[src/design/sbe_pkg.sv]
// Shared types and constants of the stack bytecode executor.
// Holds the item structs, opcode codes, stack cell selects and ALU request.
// No dependencies.
`timescale 1ns / 1ps
`default_nettype none

package sbe_pkg;

   localparam int STACK_DEPTH_DEF    = 128;
   localparam int VAR_COUNT_DEF      = 256;
   localparam int PROG_ADDR_BITS_DEF = 16;

   localparam logic [63:0] SIGN_BIT   = 64'h8000_0000_0000_0000;
   localparam logic [63:0] MAX_POS    = 64'h7FFF_FFFF_FFFF_FFFF;
   localparam logic [63:0] TRUE_VALUE = 64'hFFFF_FFFF_0000_0000;

   typedef enum logic [4:0] {
      OP_NOP     = 5'd0,
      OP_PUSH    = 5'd1,
      OP_LOAD    = 5'd2,
      OP_STORE   = 5'd3,
      OP_ADD     = 5'd4,
      OP_SUB     = 5'd5,
      OP_MUL     = 5'd6,
      OP_DIV     = 5'd7,
      OP_MOD     = 5'd8,
      OP_NEG     = 5'd9,
      OP_EQ      = 5'd10,
      OP_NE      = 5'd11,
      OP_LT      = 5'd12,
      OP_GT      = 5'd13,
      OP_LE      = 5'd14,
      OP_GE      = 5'd15,
      OP_JMP     = 5'd16,
      OP_JZ      = 5'd17,
      OP_JNZ     = 5'd18,
      OP_FOR     = 5'd19,
      OP_PRINT   = 5'd20,
      OP_NEWLINE = 5'd21,
      OP_HALT    = 5'd22
   } op_type;

   typedef struct packed {
      logic [4:0]         op;
      logic signed [63:0] immediate;
      logic signed [63:0] loop_limit;
      logic [7:0]         var_index;
      logic [15:0]        jump_target;
   } req_type;

   typedef struct packed {
      logic               branch_taken;
      logic [15:0]        branch_address;
      logic               print_valid;
      logic signed [63:0] print_value;
      logic               newline;
      logic               halted;
      logic [7:0]         stack_depth;
   } rsp_type;

   typedef enum logic [1:0] {
      SEL_HOLD = 2'd0,
      SEL_PREV = 2'd1,
      SEL_NEXT = 2'd2
   } cell_sel_type;

   typedef enum logic [1:0] {
      ALU_MUL = 2'd0,
      ALU_DIV = 2'd1,
      ALU_MOD = 2'd2
   } alu_kind_type;

   typedef struct packed {
      logic         start;
      alu_kind_type kind;
      logic [63:0]  a;
      logic [63:0]  b;
   } alu_req_type;

endpackage

`default_nettype wire

[src/design/sbe_cell.sv]
// One operand stack cell: holds an entry and takes its neighbor's on a shift.
// Depends on sbe_pkg for the select codes.
`timescale 1ns / 1ps
`default_nettype none

module sbe_cell
   import sbe_pkg::*;
(
   input  wire logic         clock,
   input  wire cell_sel_type sel,
   input  wire logic [63:0]  prev_value,
   input  wire logic [63:0]  next_value,
   output logic      [63:0]  value
);

   logic [63:0] value_ff;
   logic [63:0] value_in;

   always_comb begin
      unique case (sel)
         SEL_PREV: value_in = prev_value;
         SEL_NEXT: value_in = next_value;
         default:  value_in = value_ff;
      endcase
   end

   always_ff @(posedge clock) begin
      value_ff <= value_in;
   end

   assign value = value_ff;

endmodule

`default_nettype wire

[config.mk]
export PLATFORM = sky130hd
export DESIGN_NAME = sbe_cell
export DESIGN_NICKNAME = d
export VERILOG_FILES = /design/src/design/sbe_pkg.sv /design/src/design/sbe_cell.sv
export SDC_FILE = /design/constraint.sdc
export NUM_CORES = 1
export LEC_CHECK = 0
export BUFFER_PORTS_ARGS = -buffer_cell sky130_fd_sc_hd__buf_2
export CELL_PAD_IN_SITES_DETAIL_PLACEMENT = 0
export CELL_PAD_IN_SITES_GLOBAL_PLACEMENT = 1
export CORE_MARGIN = 5
export CORE_UTILIZATION = 34
export CTS_BUF_LIST = sky130_fd_sc_hd__clkbuf_4
export CTS_CLUSTER_SIZE = 24
export DETAILED_ROUTE_END_ITERATION = 8
export HOLD_SLACK_MARGIN = 0.15
export PLACE_DENSITY_LB_ADDON = 0.05
export SLEW_MARGIN = 20
export SYNTH_ARGS = -nofsm -noshare
export SYNTH_HDL_FRONTEND = slang
export SYNTH_SLANG_ARGS = --single-unit
[constraint.sdc]
create_clock -name clock -period 3.07 [get_ports clock]
set_input_delay 0.4605 -clock clock [delete_from_list [all_inputs] [get_ports clock]]
set_output_delay 0.4605 -clock clock [all_outputs]
set_load 0.1 [all_outputs]
==> reports/qor.txt <==
status -> completed
drt total wl -> 7160 um
Crit path required time -> 3.21 ns
Power Dens Cells -> 710 mW/mm^2
# setup viols final -> 0
Hold Fails Final Rpt -> 0
Post-Place Worst Slack -> 0.954 ns
CP arrival -> 1.83 ns
Post-Syn Nets -> 270
Max Slew Vio Count -> 0
Final Critical Period -> 1.69 ns
Distinct cells, synth -> 7
Hold WS -> 0.360 ns
post-route setup slack -> 1.38 ns
Largest register FFs -> 64
Sink Count -> 64
switch share -> 45.7%
total gr overflow -> 0
most frequent cells in the layout -> buf_2 (194), edfxtp_1 (64), mux2_4 (60)
Non-Filler Instances -> 453
Mapped Area -> 0.00302 mm^2
Layout Utilization -> 48.2%
crit path kind -> input pin to register
mean post-synth cell area -> 21.9 um^2
Post-Synthesis Cells -> 138
clk root buf -> clkbuf_4
Clk pin slew, worst setup/hold paths -> 0.10 ns
Seq/Total Area, Yosys -> 63.7%
core area -> 0.00868 mm^2
First-pass DRT Iterations -> 4
number of fill cells -> 827
Buf/Inv on CP -> 3
post-cts sizing count -> 0
P_int -> 0.00161 W
Final nets -> 471
Worst setup SP type -> input pin
Iteration-0 DRC Markers -> 65
first-pass GRT wire length -> 10800 um
RSZ-0062 raised after global routing -> no
power share of the clock group -> 18.2%
slew margin rel. -> 65.6%
Initial Util -> 34.8%
via count -> 1973
Seq cells post-synth -> 64
worst hold path endpoint -> value[39]$_DFFE_PP_
DR vias/cell -> 4.36
fmax -> 592 MHz
initial antenna violation count -> 1
largest net degree at the start of global routing -> 39
crit-path max FO -> 38
clock buffer depth -> 2
CP Capture Type -> register
CTS Hold Buffers Added -> 0
Sw Pwr -> 0.00136 W
RePlAce Congestion -> 0.688
commonest non-fill, non-tap cell in the layout -> buf_2
HPWL Detailed -> 5630 um
DIE AREA -> 0.0109 mm^2
worst-path cell chain -> buf_2 -> inv_1 -> ha_4 -> buf_12 -> mux2_4
Area growth, synth to finish -> 38.7%
worst hold path startpoint -> next_value[39]
crit path max-delay cell type -> ha_4
Synth Warn # -> 0
Final Cycle Share -> 55.0%
Buffers on Ports -> 194
CTS tree -> yes
GRT Total Usage -> 12.8%
CP max stage delay -> 0.46 ns
vias in the first global route -> 2134
min-delay worst type -> input pin to register
Die Height -> 104 um
DP Cell Count -> 436
Std-Cell Rows -> 34
Sum Neg Setup Slack -> 0 ns
Top Ports -> 195
Die Wd -> 104 um
Max IR drop VDD -> 253 uV
Max Cap Viol -> 0
H-tree levels -> 3
# Post-CTS Setup Buffers -> 0
WHS Path Cells -> 2
worst slew pin tran -> 0.519 ns
antenna-violating nets left -> 0
sequential power share -> 38.3%
CTS Buf Count -> 9
Comb pwr share -> 43.5%
Top delay family on crit path -> buffers and inverters
Pleak -> 1.97 nW
residual DRC count -> 0
per-cell routed wire length -> 15.8 um
share of cells above drive strength 1 -> 80.5%
## per-stage QoR
stage          instance area, um^2  power (W)
6_report                      4190    0.00297
5_1_grt                       4190    0.00308
4_1_cts                       4180    0.00301
3_5_place_dp                  4050    0.00246
3_3_place_gp                  4050    0.00246
2_1_floorplan                 3020    0.00224
## power groups by stage
stage                     combinational [W]  sequential (W)  clock [W]
after floorplan                    0.000167         0.00208          0
after global placement              0.00130         0.00115          0
after detailed placement            0.00130         0.00116          0
after CTS                           0.00130         0.00114   0.000564
after global routing                0.00133         0.00115   0.000601
final                               0.00129         0.00114   0.000542
## layout make-up
cell class / instances / area, um^2 / area share (%)
tap: 108 / 135 / 3.23
clock inverter: 5 / 47.5 / 1.14
antenna: 1 / 2.50 / 0.0598
inverter: 2 / 7.51 / 0.179
timing repair buffer: 197 / 1020 / 24.3
multi-input combinational: 65 / 971 / 23.2
sequential: 64 / 1920 / 45.9
clock buffer: 11 / 82.6 / 1.97
## worst max path at each step
stage,to,from,cells after the start,slack [ns]
finish,value[60]$_DFFE_PP_,sel[0],5,1.38
global route,value[59]$_DFFE_PP_,sel[0],5,1.33
CTS,value[60]$_DFFE_PP_,sel[0],5,1.40
detailed placement,value[59]$_DFFE_PP_,sel[0],5,0.95
global placement,value[61]$_DFFE_PP_,sel[0],5,0.98
floorplan,value[0]$_DFFE_PP_,sel[0],3,0.64
## cell families (layout without fill, tap and decap cells)
logic type   Yosys count  in the layout  synth area share (%)
buf+inv                9            215                  4.60
mux                   64             64                  31.3
flops                 64             64                  63.7
other cells            0              1                     0
fa+ha+maj              1              1                 0.414
## layer usage
layer	routed length (um)	share of wire [%]	GRT usage (%)
met1	2700	38	14.1
met2	3330	46	19.4
met3	979	14	7.51
met5	0	0	0
met4	151	2.1	6.85
## cell usage after synthesis, drive strengths merged
cell    count  area [um^2]
buf         7          131
inv         2         7.51
edfxtp     64         1920
mux2       64          946
ha          1         12.5
(Power assumes the default switching activity.)
