$ cat src/design/sbe_pkg.sv
// Shared types and constants of the stack bytecode executor.
// Holds the item structs, opcode codes, stack cell selects and ALU request.
// No dependencies.
`timescale 1ns / 1ps
`default_nettype none

package sbe_pkg;

   localparam int STACK_DEPTH_DEF    = 128;
   localparam int VAR_COUNT_DEF      = 256;
   localparam int PROG_ADDR_BITS_DEF = 16;

   localparam logic [63:0] SIGN_BIT   = 64'h8000_0000_0000_0000;
   localparam logic [63:0] MAX_POS    = 64'h7FFF_FFFF_FFFF_FFFF;
   localparam logic [63:0] TRUE_VALUE = 64'hFFFF_FFFF_0000_0000;

   typedef enum logic [4:0] {
      OP_NOP     = 5'd0,
      OP_PUSH    = 5'd1,
      OP_LOAD    = 5'd2,
      OP_STORE   = 5'd3,
      OP_ADD     = 5'd4,
      OP_SUB     = 5'd5,
      OP_MUL     = 5'd6,
      OP_DIV     = 5'd7,
      OP_MOD     = 5'd8,
      OP_NEG     = 5'd9,
      OP_EQ      = 5'd10,
      OP_NE      = 5'd11,
      OP_LT      = 5'd12,
      OP_GT      = 5'd13,
      OP_LE      = 5'd14,
      OP_GE      = 5'd15,
      OP_JMP     = 5'd16,
      OP_JZ      = 5'd17,
      OP_JNZ     = 5'd18,
      OP_FOR     = 5'd19,
      OP_PRINT   = 5'd20,
      OP_NEWLINE = 5'd21,
      OP_HALT    = 5'd22
   } op_type;

   typedef struct packed {
      logic [4:0]         op;
      logic signed [63:0] immediate;
      logic signed [63:0] loop_limit;
      logic [7:0]         var_index;
      logic [15:0]        jump_target;
   } req_type;

   typedef struct packed {
      logic               branch_taken;
      logic [15:0]        branch_address;
      logic               print_valid;
      logic signed [63:0] print_value;
      logic               newline;
      logic               halted;
      logic [7:0]         stack_depth;
   } rsp_type;

   typedef enum logic [1:0] {
      SEL_HOLD = 2'd0,
      SEL_PREV = 2'd1,
      SEL_NEXT = 2'd2
   } cell_sel_type;

   typedef enum logic [1:0] {
      ALU_MUL = 2'd0,
      ALU_DIV = 2'd1,
      ALU_MOD = 2'd2
   } alu_kind_type;

   typedef struct packed {
      logic         start;
      alu_kind_type kind;
      logic [63:0]  a;
      logic [63:0]  b;
   } alu_req_type;

endpackage

`default_nettype wire

$ cat src/design/sbe_alu.sv
// Iterative Q32.32 multiply, divide and integer modulo unit.
// Depends on sbe_pkg for the request struct and saturation constants.
`timescale 1ns / 1ps
`default_nettype none

module sbe_alu
   import sbe_pkg::*;
(
   input  wire logic        clock,
   input  wire logic        reset,
   input  wire alu_req_type alu_req,
   output logic             done,
   output logic [63:0]      result
);

   typedef enum logic [1:0] {A_IDLE, A_MUL, A_DIV, A_FIN} alu_state_type;

   function automatic logic [63:0] magnitude(input logic [63:0] x);
      return x[63] ? (~x + 64'd1) : x;
   endfunction

   function automatic logic [63:0] from_mag(input logic neg, input logic [63:0] m,
                                            input logic over);
      if (neg) begin
         return (over || (m > SIGN_BIT)) ? SIGN_BIT : (~m + 64'd1);
      end
      return (over || (m > MAX_POS)) ? MAX_POS : m;
   endfunction

   alu_state_type state_ff;
   alu_kind_type  kind_ff;
   logic          neg_ff;
   logic [63:0]   ma_ff;
   logic [63:0]   mb_ff;
   logic [6:0]    cnt_ff;
   logic [63:0]   prod_ff;
   logic [127:0]  acc_ff;
   logic [95:0]   dvd_ff;
   logic [63:0]   rem_ff;
   logic [63:0]   q_ff;
   logic          over_ff;
   logic          bzero_ff;
   logic [63:0]   res_ff;
   logic          done_ff;

   logic [63:0]  start_ma;
   logic [63:0]  start_mb;
   logic [63:0]  div_mb;
   logic [31:0]  mul_x;
   logic [31:0]  mul_y;
   logic [127:0] pp_shifted;
   logic [64:0]  rem_shift;
   logic         rem_ge;
   logic [64:0]  rem_diff;
   logic [63:0]  mod_r;
   logic [63:0]  fin_res;

   always_comb begin
      start_ma = magnitude(alu_req.a);
      start_mb = magnitude(alu_req.b);
      div_mb   = (alu_req.kind == ALU_DIV) ? start_mb : {32'd0, start_mb[63:32]};

      unique case (cnt_ff[1:0])
         2'd0: begin mul_x = ma_ff[31:0];  mul_y = mb_ff[31:0];  end
         2'd1: begin mul_x = ma_ff[63:32]; mul_y = mb_ff[31:0];  end
         2'd2: begin mul_x = ma_ff[31:0];  mul_y = mb_ff[63:32]; end
         default: begin mul_x = ma_ff[63:32]; mul_y = mb_ff[63:32]; end
      endcase

      // The partial product in prod_ff belongs to step cnt_ff - 1.
      unique case (cnt_ff[2:0])
         3'd1:    pp_shifted = {64'd0, prod_ff};
         3'd2,
         3'd3:    pp_shifted = {32'd0, prod_ff, 32'd0};
         3'd4:    pp_shifted = {prod_ff, 64'd0};
         default: pp_shifted = '0;
      endcase

      rem_shift = {rem_ff, dvd_ff[95]};
      rem_ge    = rem_shift >= {1'b0, mb_ff};
      rem_diff  = rem_shift - {1'b0, mb_ff};

      mod_r = {rem_ff[31:0], 32'd0};
      unique case (kind_ff)
         ALU_MUL: fin_res = from_mag(neg_ff, acc_ff[95:32], acc_ff[127:96] != 32'd0);
         ALU_DIV: fin_res = bzero_ff ? 64'd0 : from_mag(neg_ff, q_ff, over_ff);
         default: fin_res = bzero_ff ? 64'd0 : (neg_ff ? (~mod_r + 64'd1) : mod_r);
      endcase
   end

   always_ff @(posedge clock) begin
      if (reset) begin
         state_ff <= A_IDLE;
         done_ff  <= 1'b0;
      end else begin
         done_ff <= (state_ff == A_FIN);
         unique case (state_ff)
            A_IDLE: begin
               if (alu_req.start) begin
                  kind_ff <= alu_req.kind;
                  cnt_ff  <= '0;
                  ma_ff   <= start_ma;
                  if (alu_req.kind == ALU_MUL) begin
                     neg_ff   <= alu_req.a[63] ^ alu_req.b[63];
                     mb_ff    <= start_mb;
                     acc_ff   <= '0;
                     state_ff <= A_MUL;
                  end else begin
                     neg_ff   <= (alu_req.kind == ALU_DIV) ?
                                 (alu_req.a[63] ^ alu_req.b[63]) : alu_req.a[63];
                     mb_ff    <= div_mb;
                     bzero_ff <= div_mb == 64'd0;
                     dvd_ff   <= (alu_req.kind == ALU_DIV) ? {start_ma, 32'd0} :
                                 {64'd0, start_ma[63:32]};
                     rem_ff   <= '0;
                     q_ff     <= '0;
                     over_ff  <= 1'b0;
                     state_ff <= A_DIV;
                  end
               end
            end
            A_MUL: begin
               prod_ff <= 64'(mul_x * mul_y);
               acc_ff  <= acc_ff + pp_shifted;
               cnt_ff  <= cnt_ff + 7'd1;
               if (cnt_ff == 7'd4) begin
                  state_ff <= A_FIN;
               end
            end
            A_DIV: begin
               rem_ff  <= rem_ge ? rem_diff[63:0] : rem_shift[63:0];
               over_ff <= over_ff | q_ff[63];
               q_ff    <= {q_ff[62:0], rem_ge};
               dvd_ff  <= {dvd_ff[94:0], 1'b0};
               cnt_ff  <= cnt_ff + 7'd1;
               if (cnt_ff == 7'd95) begin
                  state_ff <= A_FIN;
               end
            end
            default: begin
               res_ff   <= fin_res;
               state_ff <= A_IDLE;
            end
         endcase
      end
   end

   assign done   = done_ff;
   assign result = res_ff;

endmodule

`default_nettype wire

$ cat config.mk
export PLATFORM = sky130hd
export DESIGN_NAME = sbe_alu
export DESIGN_NICKNAME = d
export VERILOG_FILES = /design/src/design/sbe_pkg.sv /design/src/design/sbe_alu.sv
export SDC_FILE = /design/constraint.sdc
export NUM_CORES = 2
export LEC_CHECK = 0
export ABC_CLOCK_PERIOD_IN_PS = 22900
export BUFFER_PORTS_ARGS = -buffer_cell sky130_fd_sc_hd__buf_2
export CELL_PAD_IN_SITES_DETAIL_PLACEMENT = 0
export CELL_PAD_IN_SITES_GLOBAL_PLACEMENT = 1
export CORE_MARGIN = 3
export CORE_UTILIZATION = 46
export DETAILED_ROUTE_END_ITERATION = 10
export GPL_ROUTABILITY_DRIVEN = 0
export MAX_ROUTING_LAYER = met4
export PLACE_DENSITY = 0.76
export SYNTH_ARGS = -nofsm -noshare
export SYNTH_HDL_FRONTEND = slang
export SYNTH_SLANG_ARGS = --single-unit
$ cat constraint.sdc
create_clock -name clock -period 22.9 [get_ports clock]
set_input_delay 4.58 -clock clock [delete_from_list [all_inputs] [get_ports clock]]
set_output_delay 4.58 -clock clock [all_outputs]
set_load 0.02 [all_outputs]
==> run_results.csv <==
group,metric,value,unit
sta,timing.fmax,0.0850,GHz
sta,timing_max_transition_violations_final,0,
finish,multi_input_area,52700,um2
outcome,run_status,"finished clean",
finish,design.final.nets,9900,
critical_path,crit_required,23.33,ns
global_routing,met1_usage,40.0,%
critical_path,cp-start-kind,"register",
die,core_region_area,165000,um2
placement,detailedPlacementHpwl,204,mm
critical_path,crit_top_cell,"fa_1",
yosys,synthFlopType,"edfxtp_1",
yosys,synthDominantAreaCellType,"edfxtp_1",
yosys,proportion_of_netlist_area_held_by_the_largest_area_contributor,24.3,%
die,chip_width,414,um
global_routing,grt_start_max_net_pins,113,
die,ioPinCount,198,
sta,hold_violations,0,
die,die_area,172000,um2
clocking,clkTransAtPathRegs,0.07,ns
yosys,yosysUniqueCellTypes,104,
yosys,ys_seq_area_share,24.3,%
yosys,synth_warn,0,
clocking,clock_sinks,623,
clocking,worstSkewPairLatency,0.70,ns
global_routing,met2_usage,48.5,%
critical_path,timing.reg2reg.setup_slack,11.14,ns
critical_path,path_class,"register to register",
clocking,tritoncts,"done",
yosys,synth.ff_latch_count,623,
global_routing,wire_length_of_the_first_global_routing_pass,399,mm
critical_path,crit_path_max_fanout,35,
global_routing,antenna_found_initial,11,
flow_run,drv_cap,0,
route,first_pass_iters,6,
clocking,cts-buffers-inserted,72,
yosys,synth_area,76700,um2
die,row_count,149,
route,antenna_left,0,
route,via_count,63700,
die,initial_utilization,46.4,%
sta,period_share,51.4,%
sta,slew-limit-headroom,20.0,%
yosys,postSynthNetCount,9944,
sta,final_tns_setup,0,ns
clocking,cts-htree-levels,3,
die,die_h,414,um
global_routing,global_route.peak_usage_layer,"met2",
finish,most-common-layout-cells,"inv_1 (1088), nor2_1 (1052), fa_1 (898)",
yosys,synth_top_cells_by_area,"edfxtp_1 (24%), fa_1 (23%), ha_1 (7.6%), inv_1 (5.3%), nor2_1 (5.2%)",
clocking,ctsHoldBuffers,0,
global_routing,grt_pass1_vias,63700,
global_routing,overflow,0,
finish,area_delta_synth_final,7.70,%
route,post_drt_via_cell_ratio,5.97,
yosys,synth-edff-count,620,
finish,n_fill_cell,15500,
critical_path,cp-end-kind,"register",
clocking,resized_after_cts,0,
critical_path,crit_arrival,12.19,ns
sta,setup_viol_count_final,0,
global_routing,grt_usage,31.4,%
yosys,mean_syn_cell_area,9.09,um2
placement,port_buffers,197,
clocking,max-clock-path-buffers,3,
finish,layout-drive-gt1-share,7.04,%
yosys,synthCells,8445,
clocking,post-cts-setup-buffers,0,
sta,slew_at_the_pin_closest_to_its_max_slew_limit,1.20,ns
route,drt_iter0_markers,6504,
route,route.detailed.wl_per_inst,25.0,um
sta,fin_crit,11.76,ns
critical_path,worst_path_max_delay_cell,"mux2i_4",
yosys,async_reset_ff_share,0,%
route,wirelength,266,mm
global_routing,met3_routing_resource_usage_after_global_routing,5.74,%
route,post-route-drc-count,0,
clocking,cts_root_buf,"clkbuf_16",
critical_path,critPathMaxStageDelay,0.97,ns
finish,layout_commonest_cell,"inv_1",
worst_hold_path,hold_class,"register to register",
sta,grt_setup_unrepaired,"no",
finish,ff_latch_area,18700,um2
sta,final.setup_skew,0.0341,ns
stage by stage:
step | setup WS (ns) | area, um2 | util [%] | std cells | hold slack, ns
floorplan | 0.634 | 76700 | - | 8445 | 0.465
global placement | 11.45 | 80200 | 48.5 | 10500 | 0.483
detailed placement | 11.34 | 80200 | 48.5 | 10500 | 0.501
CTS | 11.32 | 82600 | 50.0 | 10600 | 0.512
global route | 10.65 | 82600 | 50.0 | 10700 | 0.558
finish | 11.14 | 82600 | 50.0 | 10700 | 0.509
worst max-delay path, delay by kind of cell (launching register included):
kind / cells / cell delay, ns
xor gates and xnor gates: 1 / 0.08
DFF: 1 / 0.41
and+or+nand+nor: 4 / 0.53
muxes: 1 / 0.97
AOI/OAI and AO/OA: 9 / 2.80
buffers and inverters: 7 / 1.47
adders and majority gates: 10 / 5.11
metal layers:
layer | vias to the layer above | wire [um]
met5 | - | 0
met4 | 0 | 16300
met3 | 680 | 23200
met2 | 3011 | 121000
met1 | 31600 | 106000
li1 | 28300 | -
logic make-up (layout without fill, tap and decap cells):
group / after synthesis / count (layout) / synth area share (%)
XOR/XNOR: 478 / 478 / 5.47
adder cells (fa/ha/maj): 1366 / 1366 / 31.1
AO/OA/AOI/OAI: 1553 / 1553 / 13.4
buffers and inverters: 1535 / 1547 / 7.57
multiplexers: 153 / 153 / 2.06
other: 0 / 9 / 0
flip-flops: 623 / 623 / 24.3
AND/OR/NAND/NOR: 2737 / 2737 / 16.1
area by class of cell:
cell class	count	area share, %
Sequential cell	623	22.6
Clock inverter	42	0.728
Antenna cell	9	0.0273
Inverter	1092	4.96
Clock buffer	88	2.25
Tap cell	2189	3.31
Multi-Input combinational cell	6287	63.8
Timing Repair Buffer	325	2.36
registers in the layout (all words and copies together) (netlist names):
signal,flops
state_ff,2
bzero_ff,1
cnt_ff,7
result,64
dvd_ff,96
over_ff,1
acc_ff,128
kind_ff,2
prod_ff,64
rem_ff,64
mb_ff,64
neg_ff,1
ma_ff,64
done,1
q_ff,64
cell usage after synthesis, types with 37 or more instances:
library cell and instances:
o21ai_1 51, nand2_1 828, o21a_1 37, xor2_1 175
o21ai_0 286, nor2b_1 39, or3_1 60, nand4_1 115
nand3_1 91, o22ai_1 64, clkbuf_1 401, and2_1 125
nor4_1 50, nor2_1 1059, nor3_1 137, a22o_1 158
o31ai_1 56, a21o_1 148, o21bai_1 70, inv_1 1090
a31oi_1 40, and3_1 64, mux2i_1 116, edfxtp_1 620
ha_1 468, xnor2_1 302, a21oi_1 368, fa_1 898
nand2b_1 59, o311ai_1 46
final timing paths:
check | start | end | depth (start not counted)
max reg2reg | cnt_ff[1] | prod_ff[62] | 32
min | state_ff[0] | state_ff[0] | 2
max | cnt_ff[1] | prod_ff[62] | 32
min reg2reg | state_ff[0] | state_ff[0] | 2
Power is left out: the tool's default activity adds up to more than one toggle a clock period on the data nets, which glitch-free logic cannot reach.
